### src/hdl/bmir_pkg.sv
// ----------------------------------------------------------------------------
// bmir_pkg: shared types and constants of the rotation engine
// Field widths, register indexes, reset values and the structs that travel
// between the front end, the arithmetic back end and the top level.
// ----------------------------------------------------------------------------
package bmir_pkg;

    localparam int ROW_W      = 10;
    localparam int COL_W      = 10;
    localparam int PIX_W      = 8;
    localparam int COEF_W     = 16;
    localparam int DIM_W      = 10;
    localparam int PAD_W      = 9;
    localparam int CFG_IDX_W  = 3;
    localparam int CFG_DATA_W = 16;

    // Signed width of a coordinate difference (row - centre - padding).
    localparam int DIFF_W = 12;

    localparam int MAX_ROWS_DEF       = 512;
    localparam int MAX_COLS_DEF       = 512;
    localparam int COEF_FRAC_BITS_DEF = 14;

    // Queue depths between the stages.
    localparam int IN_DEPTH  = 4;
    localparam int OUT_DEPTH = 8;

    localparam logic OP_LOAD  = 1'b0;
    localparam logic OP_FETCH = 1'b1;

    localparam logic [CFG_IDX_W-1:0] CFG_COS      = 3'd0;
    localparam logic [CFG_IDX_W-1:0] CFG_SIN      = 3'd1;
    localparam logic [CFG_IDX_W-1:0] CFG_SRC_ROWS = 3'd2;
    localparam logic [CFG_IDX_W-1:0] CFG_SRC_COLS = 3'd3;
    localparam logic [CFG_IDX_W-1:0] CFG_PAD_ROWS = 3'd4;
    localparam logic [CFG_IDX_W-1:0] CFG_PAD_COLS = 3'd5;
    localparam logic [CFG_IDX_W-1:0] CFG_FILL     = 3'd6;

    localparam logic signed [COEF_W-1:0] COS_RST      = 16'sd11585;
    localparam logic signed [COEF_W-1:0] SIN_RST      = 16'sd11585;
    localparam logic [DIM_W-1:0]         SRC_ROWS_RST = 10'd512;
    localparam logic [DIM_W-1:0]         SRC_COLS_RST = 10'd512;
    localparam logic [PAD_W-1:0]         PAD_ROWS_RST = 9'd0;
    localparam logic [PAD_W-1:0]         PAD_COLS_RST = 9'd0;
    localparam logic [PIX_W-1:0]         FILL_RST     = 8'd1;

    typedef struct packed {
        logic signed [COEF_W-1:0] cos_coef;
        logic signed [COEF_W-1:0] sin_coef;
        logic [DIM_W-1:0]         source_rows;
        logic [DIM_W-1:0]         source_cols;
        logic [PAD_W-1:0]         pad_rows;
        logic [PAD_W-1:0]         pad_cols;
        logic [PIX_W-1:0]         fill_value;
    } t_cfg;

    typedef struct packed {
        logic             is_fetch;
        logic [ROW_W-1:0] row;
        logic [COL_W-1:0] col;
        logic [PIX_W-1:0] pix;
    } t_cmd;

    typedef struct packed {
        logic [PIX_W-1:0] pixel;
        logic             in_image;
    } t_result;

endpackage

### src/hdl/bmir_fifo.sv
// ----------------------------------------------------------------------------
// bmir_fifo: small register queue
// First-in first-out queue held in flip-flops, with the head shown directly.
// ----------------------------------------------------------------------------
module bmir_fifo #(
    parameter int W     = 8,
    parameter int DEPTH = 4
) (
    input  logic         i_clk,
    input  logic         i_rst_n,
    input  logic         i_push,
    input  logic [W-1:0] i_data,
    output logic         o_full,
    input  logic         i_pop,
    output logic [W-1:0] o_data,
    output logic         o_empty
);

    localparam int PW   = (DEPTH > 1) ? $clog2(DEPTH) : 1;
    localparam int CNTW = $clog2(DEPTH + 1);

    logic [W-1:0]    r_mem [DEPTH];
    logic [PW-1:0]   r_wr;
    logic [PW-1:0]   r_rd;
    logic [CNTW-1:0] r_cnt;
    logic            w_push;
    logic            w_pop;

    assign o_full  = (r_cnt == CNTW'(DEPTH));
    assign o_empty = (r_cnt == '0);
    assign o_data  = r_mem[r_rd];
    assign w_push  = i_push && !o_full;
    assign w_pop   = i_pop && !o_empty;

    always_ff @(posedge i_clk) begin
        if (!i_rst_n) begin
            r_wr  <= '0;
            r_rd  <= '0;
            r_cnt <= '0;
        end else begin
            if (w_push) begin
                r_wr <= (r_wr == PW'(DEPTH - 1)) ? '0 : r_wr + 1'b1;
            end
            if (w_pop) begin
                r_rd <= (r_rd == PW'(DEPTH - 1)) ? '0 : r_rd + 1'b1;
            end
            if (w_push && !w_pop) begin
                r_cnt <= r_cnt + 1'b1;
            end else if (w_pop && !w_push) begin
                r_cnt <= r_cnt - 1'b1;
            end
        end
    end

    always_ff @(posedge i_clk) begin
        if (w_push) begin
            r_mem[r_wr] <= i_data;
        end
    end

endmodule

### src/hdl/bmir_front.sv
// ----------------------------------------------------------------------------
// bmir_front: input classifier and command queue
// Accepts beats, drops loads that fall outside the frame store and queues
// the rest in order for the back end.
// ----------------------------------------------------------------------------
module bmir_front #(
    parameter int MAX_ROWS = bmir_pkg::MAX_ROWS_DEF,
    parameter int MAX_COLS = bmir_pkg::MAX_COLS_DEF
) (
    input  logic                       i_clk,
    input  logic                       i_rst_n,
    input  logic                       i_push,
    input  logic                       i_op,
    input  logic [bmir_pkg::ROW_W-1:0] i_row,
    input  logic [bmir_pkg::COL_W-1:0] i_col,
    input  logic [bmir_pkg::PIX_W-1:0] i_pixel_in,
    output logic                       o_full,
    output logic                       o_cmd_valid,
    output bmir_pkg::t_cmd             o_cmd,
    input  logic                       i_cmd_take
);

    bmir_pkg::t_cmd w_cmd;
    logic           w_keep;
    logic           w_empty;

    // A load aimed beyond the store is accepted and discarded here.
    assign w_keep = (i_op == bmir_pkg::OP_FETCH)
                 || ((32'(i_row) < MAX_ROWS) && (32'(i_col) < MAX_COLS));

    assign w_cmd.is_fetch = (i_op == bmir_pkg::OP_FETCH);
    assign w_cmd.row      = i_row;
    assign w_cmd.col      = i_col;
    assign w_cmd.pix      = i_pixel_in;

    bmir_fifo #(
        .W     ($bits(bmir_pkg::t_cmd)),
        .DEPTH (bmir_pkg::IN_DEPTH)
    ) u_cmd_q (
        .i_clk   (i_clk),
        .i_rst_n (i_rst_n),
        .i_push  (i_push && w_keep),
        .i_data  (w_cmd),
        .o_full  (o_full),
        .i_pop   (i_cmd_take),
        .o_data  (o_cmd),
        .o_empty (w_empty)
    );

    assign o_cmd_valid = !w_empty;

endmodule

### config.mk
export PLATFORM = sky130hd
export DESIGN_NAME = bmir_front
export DESIGN_NICKNAME = d
export VERILOG_FILES = /design/src/hdl/bmir_pkg.sv /design/src/hdl/bmir_fifo.sv /design/src/hdl/bmir_front.sv
export SDC_FILE = /design/constraint.sdc
export NUM_CORES = 1
export LEC_CHECK = 0
export BUFFER_PORTS_ARGS = -buffer_cell sky130_fd_sc_hd__buf_2
export CAP_MARGIN = 20
export CORE_ASPECT_RATIO = 0.7
export CORE_MARGIN = 2
export CORE_UTILIZATION = 30
export CTS_CLUSTER_DIAMETER = 150
export CTS_CLUSTER_SIZE = 40
export DETAILED_ROUTE_END_ITERATION = 10
export PLACE_DENSITY = 0.51
export SKIP_CTS_REPAIR_TIMING = 1
export SLEW_MARGIN = 20
export SYNTH_ARGS = -nofsm -noshare
export SYNTH_HDL_FRONTEND = slang
export SYNTH_HIERARCHICAL = 1
export SYNTH_SLANG_ARGS = --single-unit
### constraint.sdc
create_clock -name i_clk -period 2.71 [get_ports i_clk]
set_input_delay 0.4065 -clock i_clk [delete_from_list [all_inputs] [get_ports i_clk]]
set_output_delay 0.4065 -clock i_clk [all_outputs]
set_load 0.01 [all_outputs]
# Yosys cells after proc, flatten, opt, wreduce, memory -nomap -nowiden
# Memory sizes are Yosys's and may differ from the RTL's. A register that Yosys moved wholly into a read port is not among the register bits.
# Index checks and enable logic that the tools add are counted.
# Widths: inputs -> output; s select.
dict set report word_totals {
  latchBits 0
  ramBits 116
  register_bits 7
  rom_bits 0
  n_memories 1
  out_inout_bits 31
}
dict set report op_classes {
  n_addsub 4
  n_mux 8
  n_reduce_logical 13
  magnitude_cmp 2
  div 0
  shift 0
  n_eq_ne 3
  n_mul 0
  n_bitwise 0
}
# name words word_bits rd rd_clocked_by_memory_dff wr line
set mem_list {}
lappend mem_list {u_cmd_q.r_mem 4 29 1 1 1 bmir_fifo.sv:22} ;# logic [W-1:0] r_mem [DEPTH];
# operator count
set op_table {}
lappend op_table {{$lt 10x10->1 const B} 2}
lappend op_table {{$mux 2} 4}
lappend op_table {{$logic_and 1x1->1} 6}
lappend op_table {{$mux 3} 2}
lappend op_table {{$add 2x1->2 const B} 2}
lappend op_table {{$eq 2x2->1 const B} 2}
lappend op_table {{$logic_not 1->1} 4}
lappend op_table {{$add 3x1->3 const B} 1}
lappend op_table {{$eq 3x3->1 const B} 1}
lappend op_table {{$logic_not 3->1} 1}
lappend op_table {{$sub 3x1->3 const B} 1}
lappend op_table {{$mux 1} 2}
lappend op_table {{$reduce_bool 2->1} 1}
lappend op_table {{$logic_or 1x1->1} 1}

# Depth between registers and ports, before layout
dict set report logic_depth {
  depth_word 9
  depth_mapped 10
  ltp_nobuf 9
}

# Modules after synthesis
# The synthesis kept the hierarchy.
# module n_inst area_per_inst_um2 seq_area_each_um2 cells_each
set by_module_without_submodules {}
lappend by_module_without_submodules {bmir_fifo 1 4673.2 3663.5 202}
lappend by_module_without_submodules {bmir_front 1 15.0 0.0 3}

# Worst setup path before layout
# Ideal clock, no wire load.
dict set report synth_timing {
  path_kind {reg2reg}
  startpoint {reg u_cmd_q.r_cnt[0]}
  endpoint {reg u_cmd_q.r_cnt[2]}
  t_arrival_ps 2017
  stages_incl_launch_ff 8
  setup_slack_ps 617
  path_buffers 0
  required_time_ps 2634
  setup_ps 76
  cell_sequence {dfxtp_1 o31ai_1 ha_1 inv_1 fa_1 xor2_1 or3_1 a21boi_0}
}
dict set report synth_between {
  elab_chain_len 6
}
# item line
set synth_rtl {}
lappend synth_rtl {{from (decl)} bmir_fifo.sv:25} ;# logic [CNTW-1:0] r_cnt;
lappend synth_rtl {{from (signal assigned)} bmir_fifo.sv:48} ;# r_cnt <= r_cnt + 1'b1;
lappend synth_rtl {{from (signal assigned)} bmir_fifo.sv:50} ;# r_cnt <= r_cnt - 1'b1;
lappend synth_rtl {{parallel branches: the longest is 6 deep, another holds $sub 3x1->3} --}
# Parallel ways; which one is timed is not known. The select of a mux whose other input is x is not followed.
# A chain may end at the register's enable or synchronous reset.

==> summary.txt <==
Status
  – Status: completed

Power
  – Clock share of power: 0.418
  – Logic pwr share: 0.175
  – Maximum VDD drop: 412 uV
  – Part of the power in registers: 0.408
  – Pwr dens: 963 nW/um^2
  – Switch Pwr: 1430 uW
  – Leakage: 0.00205 uW
  – Sw Ratio: 0.249
  – Final Power: 5750 uW
  – Int Pwr: 4320 uW

Logic synthesis
  – Leading area contributor after synthesis: edfxtp_1
  – Sequential share of the synthesized area: 0.781
  – Compound-Gate Fraction of Synth Area: 0.00801
  – Top-area cell type share of the netlist area: 0.743
  – Synthesis Warnings: 6
  – Syn_nets: 245
  – Synth Area in Adders: 0.0203
  – Mux share of post-synthesis cell area: 0.147
  – Top area cells in the synthesized netlist: edfxtp_1, mux4_2, dfxtp_1, ha_1, and2_1
  – Simple-Gate Fraction of Synth Area: 0.0238
  – Synth Area per Inst: 22.9 sq um
  – Distinct cells, synth: 27
  – Post-Syn Area: 4690 sq um
  – Largest family of logic cells by synthesized area: multiplexers
  – Flops & latches, synth: 125
  – XOR/XNOR share of the synthesized area: 0.00374
  – Post-Syn Instances: 205

Final layout
  – Commonest non-fill, non-tap cell in the layout: edfxtp_1
  – Final instance area: 5980 sq um
  – Commonest non-fill, non-tap cells in the layout: edfxtp_1, buf_2, mux4_2, clkbuf_16, dfxtp_1
  – Layout fillers: 1431
  – Layout cells sized above 1: 0.458
  – ANT cells: 0
  – Total Nets Final: 328
  – Area growth syn-to-layout: 27.5%

Floorplan
  – DIE HEIGHT: 109 um
  – Initial Util: 0.304
  – Total die area: 16700 sq um
  – Number of core rows: 38
  – Num ports: 64
  – Core Area: 15400 sq um
  – Die Wd: 153 um

GRT
  – Initial antenna violation count: 0
  – GRT Util Overall: 0.116
  – Vias in the first global route: 2370
  – Pin count of the biggest net entering global routing: 30
  – First-pass GRT wire length: 13800 um
  – Grt ovf: 0

Drt
  – DR iter-0 viols: 155
  – Vias: 2239
  – Residual DRC: 0
  – TritonRoute pass-1 iters: 5
  – Post-DR wirelength/cell: 17.7 um
  – Via density: 4.47
  – Total Routed Length: 8850 um
  – ANT nets after route: 0

STA
  – Max Freq: 414 MHz
  – # setup viols final: 0
  – Final hold vios: 0
  – Clk_skew: 11.2 ps
  – Tmin final: 2410 ps
  – Slew @ Worst Pin: 571 ps
  – Period utilization: 0.891
  – Slew Limit Headroom: 0.616
  – Slew Limit Fails: 0
  – Setup TNS: 0 ps
  – Unrepaired setup endpoints after global routing: false

CTS
  – Max Root-Sink Buffers: 2
  – Clock sink count: 125
  – Worst-skew pair later-pin latency: 410 ps
  – CTS root buf: clkbuf_16
  – CTS tree: done
  – Clk pin slew, worst setup/hold paths: 60 ps
  – H-Tree Depth: 4
  – CTS buffer count: 17

Setup path
  – Crit path DAT: 2010 ps
  – Maximum fanout along the worst path: 9
  – End of the worst register-to-register path: u_cmd_q/r_cnt[2]$_SDFFE_PN0P_
  – Crit path capture type: primary output
  – R2R Setup Slk: 370 ps
  – Req. time, crit path: 2300 ps
  – Crit start category: flop
  – Worst r2r src: u_cmd_q/r_cnt[0]$_SDFFE_PN0P_
  – Reg2reg path depth: 7
  – Worst Setup Path Type: flop to primary output
  – Critical path endpoint: o_cmd[14]

Worst hold path
  – Worst hold path type: primary input to flop

Placed design
  – Dpl hpwl: 5650 um
  – Placed cell area: 5340 sq um
  – PortBufs: 63
  – RD Place Congestion: 0.693

Run
  – Max-cap violations: 0
-- layer usage --
layer  vias up  part of all wire  global-route usage
met4         0             0.015              0.0511
met1      1158              0.48               0.152
met2        55              0.45               0.173
met3        12             0.054              0.0437
met5         -                 0                   0
li1       1014                 -                   -
-- stage by stage --
stage / cells / hold WS (ps) / util / worst slack [ps]
floorplan: 205 / 468 / - / 617
global placement: 469 / 494 / 0.347 / 485
detailed placement: 469 / 513 / 0.347 / 403
CTS: 501 / 196 / 0.388 / 222
global route: 501 / 195 / 0.388 / 160
finish: 501 / 211 / 0.388 / 296
-- critical path, cell delays in order, from the launching register on --
cell and delay [ps]:
dfxtp_2 570, buf_4 300, mux4_2 570, buf_2 170
-- registers in the layout (all words and copies together) (netlist names), named ones only --
| name | cells |
|---|---|
| u_cmd_q/r_cnt | 3 |
| u_cmd_q/r_mem | 116 |
| u_cmd_q/r_rd | 2 |
| u_cmd_q/r_wr | 2 |
-- Yosys cell counts, drive strengths merged --
cell      n
nor3b     1
and2      5
nor2      3
nand2     6
inv       4
xnor2     1
a21boi    1
o21ai     3
mux2i     3
dfxtp     9
xor2      1
clkbuf    2
nand3     2
fa        1
nor2b     2
buf       6
mux4     29
nor3      1
or3       1
ha        6
o21a      1
edfxtp  116
o31ai     1
-- worst min-delay path by stage --
stage	startpoint	end	slack, ps	depth (start not counted)
global route	i_pixel_in[1]	u_cmd_q/r_mem[0][1]$_DFFE_PP_	200	1
CTS	i_pixel_in[4]	u_cmd_q/r_mem[0][4]$_DFFE_PP_	200	1
finish	i_pixel_in[4]	u_cmd_q/r_mem[0][4]$_DFFE_PP_	210	1
global placement	u_cmd_q/r_wr[1]$_SDFFE_PN0P_	u_cmd_q/r_wr[1]$_SDFFE_PN0P_	490	2
floorplan	u_cmd_q/r_wr[1]$_SDFFE_PN0P_	u_cmd_q/r_wr[1]$_SDFFE_PN0P_	470	2
detailed placement	u_cmd_q/r_wr[0]$_SDFFE_PN0P_	u_cmd_q/r_wr[0]$_SDFFE_PN0P_	510	2
-- cells by family (layout without fill, tap and decap cells) --
kind of cell | count (synthesis) | after routing
flip-flops | 125 | 125
multiplexers | 32 | 32
AND/OR/NAND/NOR | 21 | 21
buffers and inverters | 12 | 108
adder cells (fa/ha/maj) | 7 | 7
AO/OA/AOI/OAI | 6 | 6
XOR/XNOR | 2 | 2
-- power groups by stage --
stage | combinational, uW | clock [uW] | sequential [uW]
floorplan | 686 | 0 | 2340
global placement | 1020 | 0 | 2380
detailed placement | 1030 | 0 | 2390
CTS | 1040 | 2460 | 2350
global route | 1110 | 2560 | 2370
finish | 1010 | 2400 | 2350
-- final cells by class --
cell class	count	area, sq um	area share
repair buffers	72	458	0.0766
inverters	4	15.0	0.00251
flip-flops and latches	125	3670	0.613
well taps	200	250	0.0419
clock buffers	17	425	0.0712
multi-input cells	68	953	0.160
clock inverters	15	209	0.0350
Note: power is estimated with default switching activity, not from simulation.
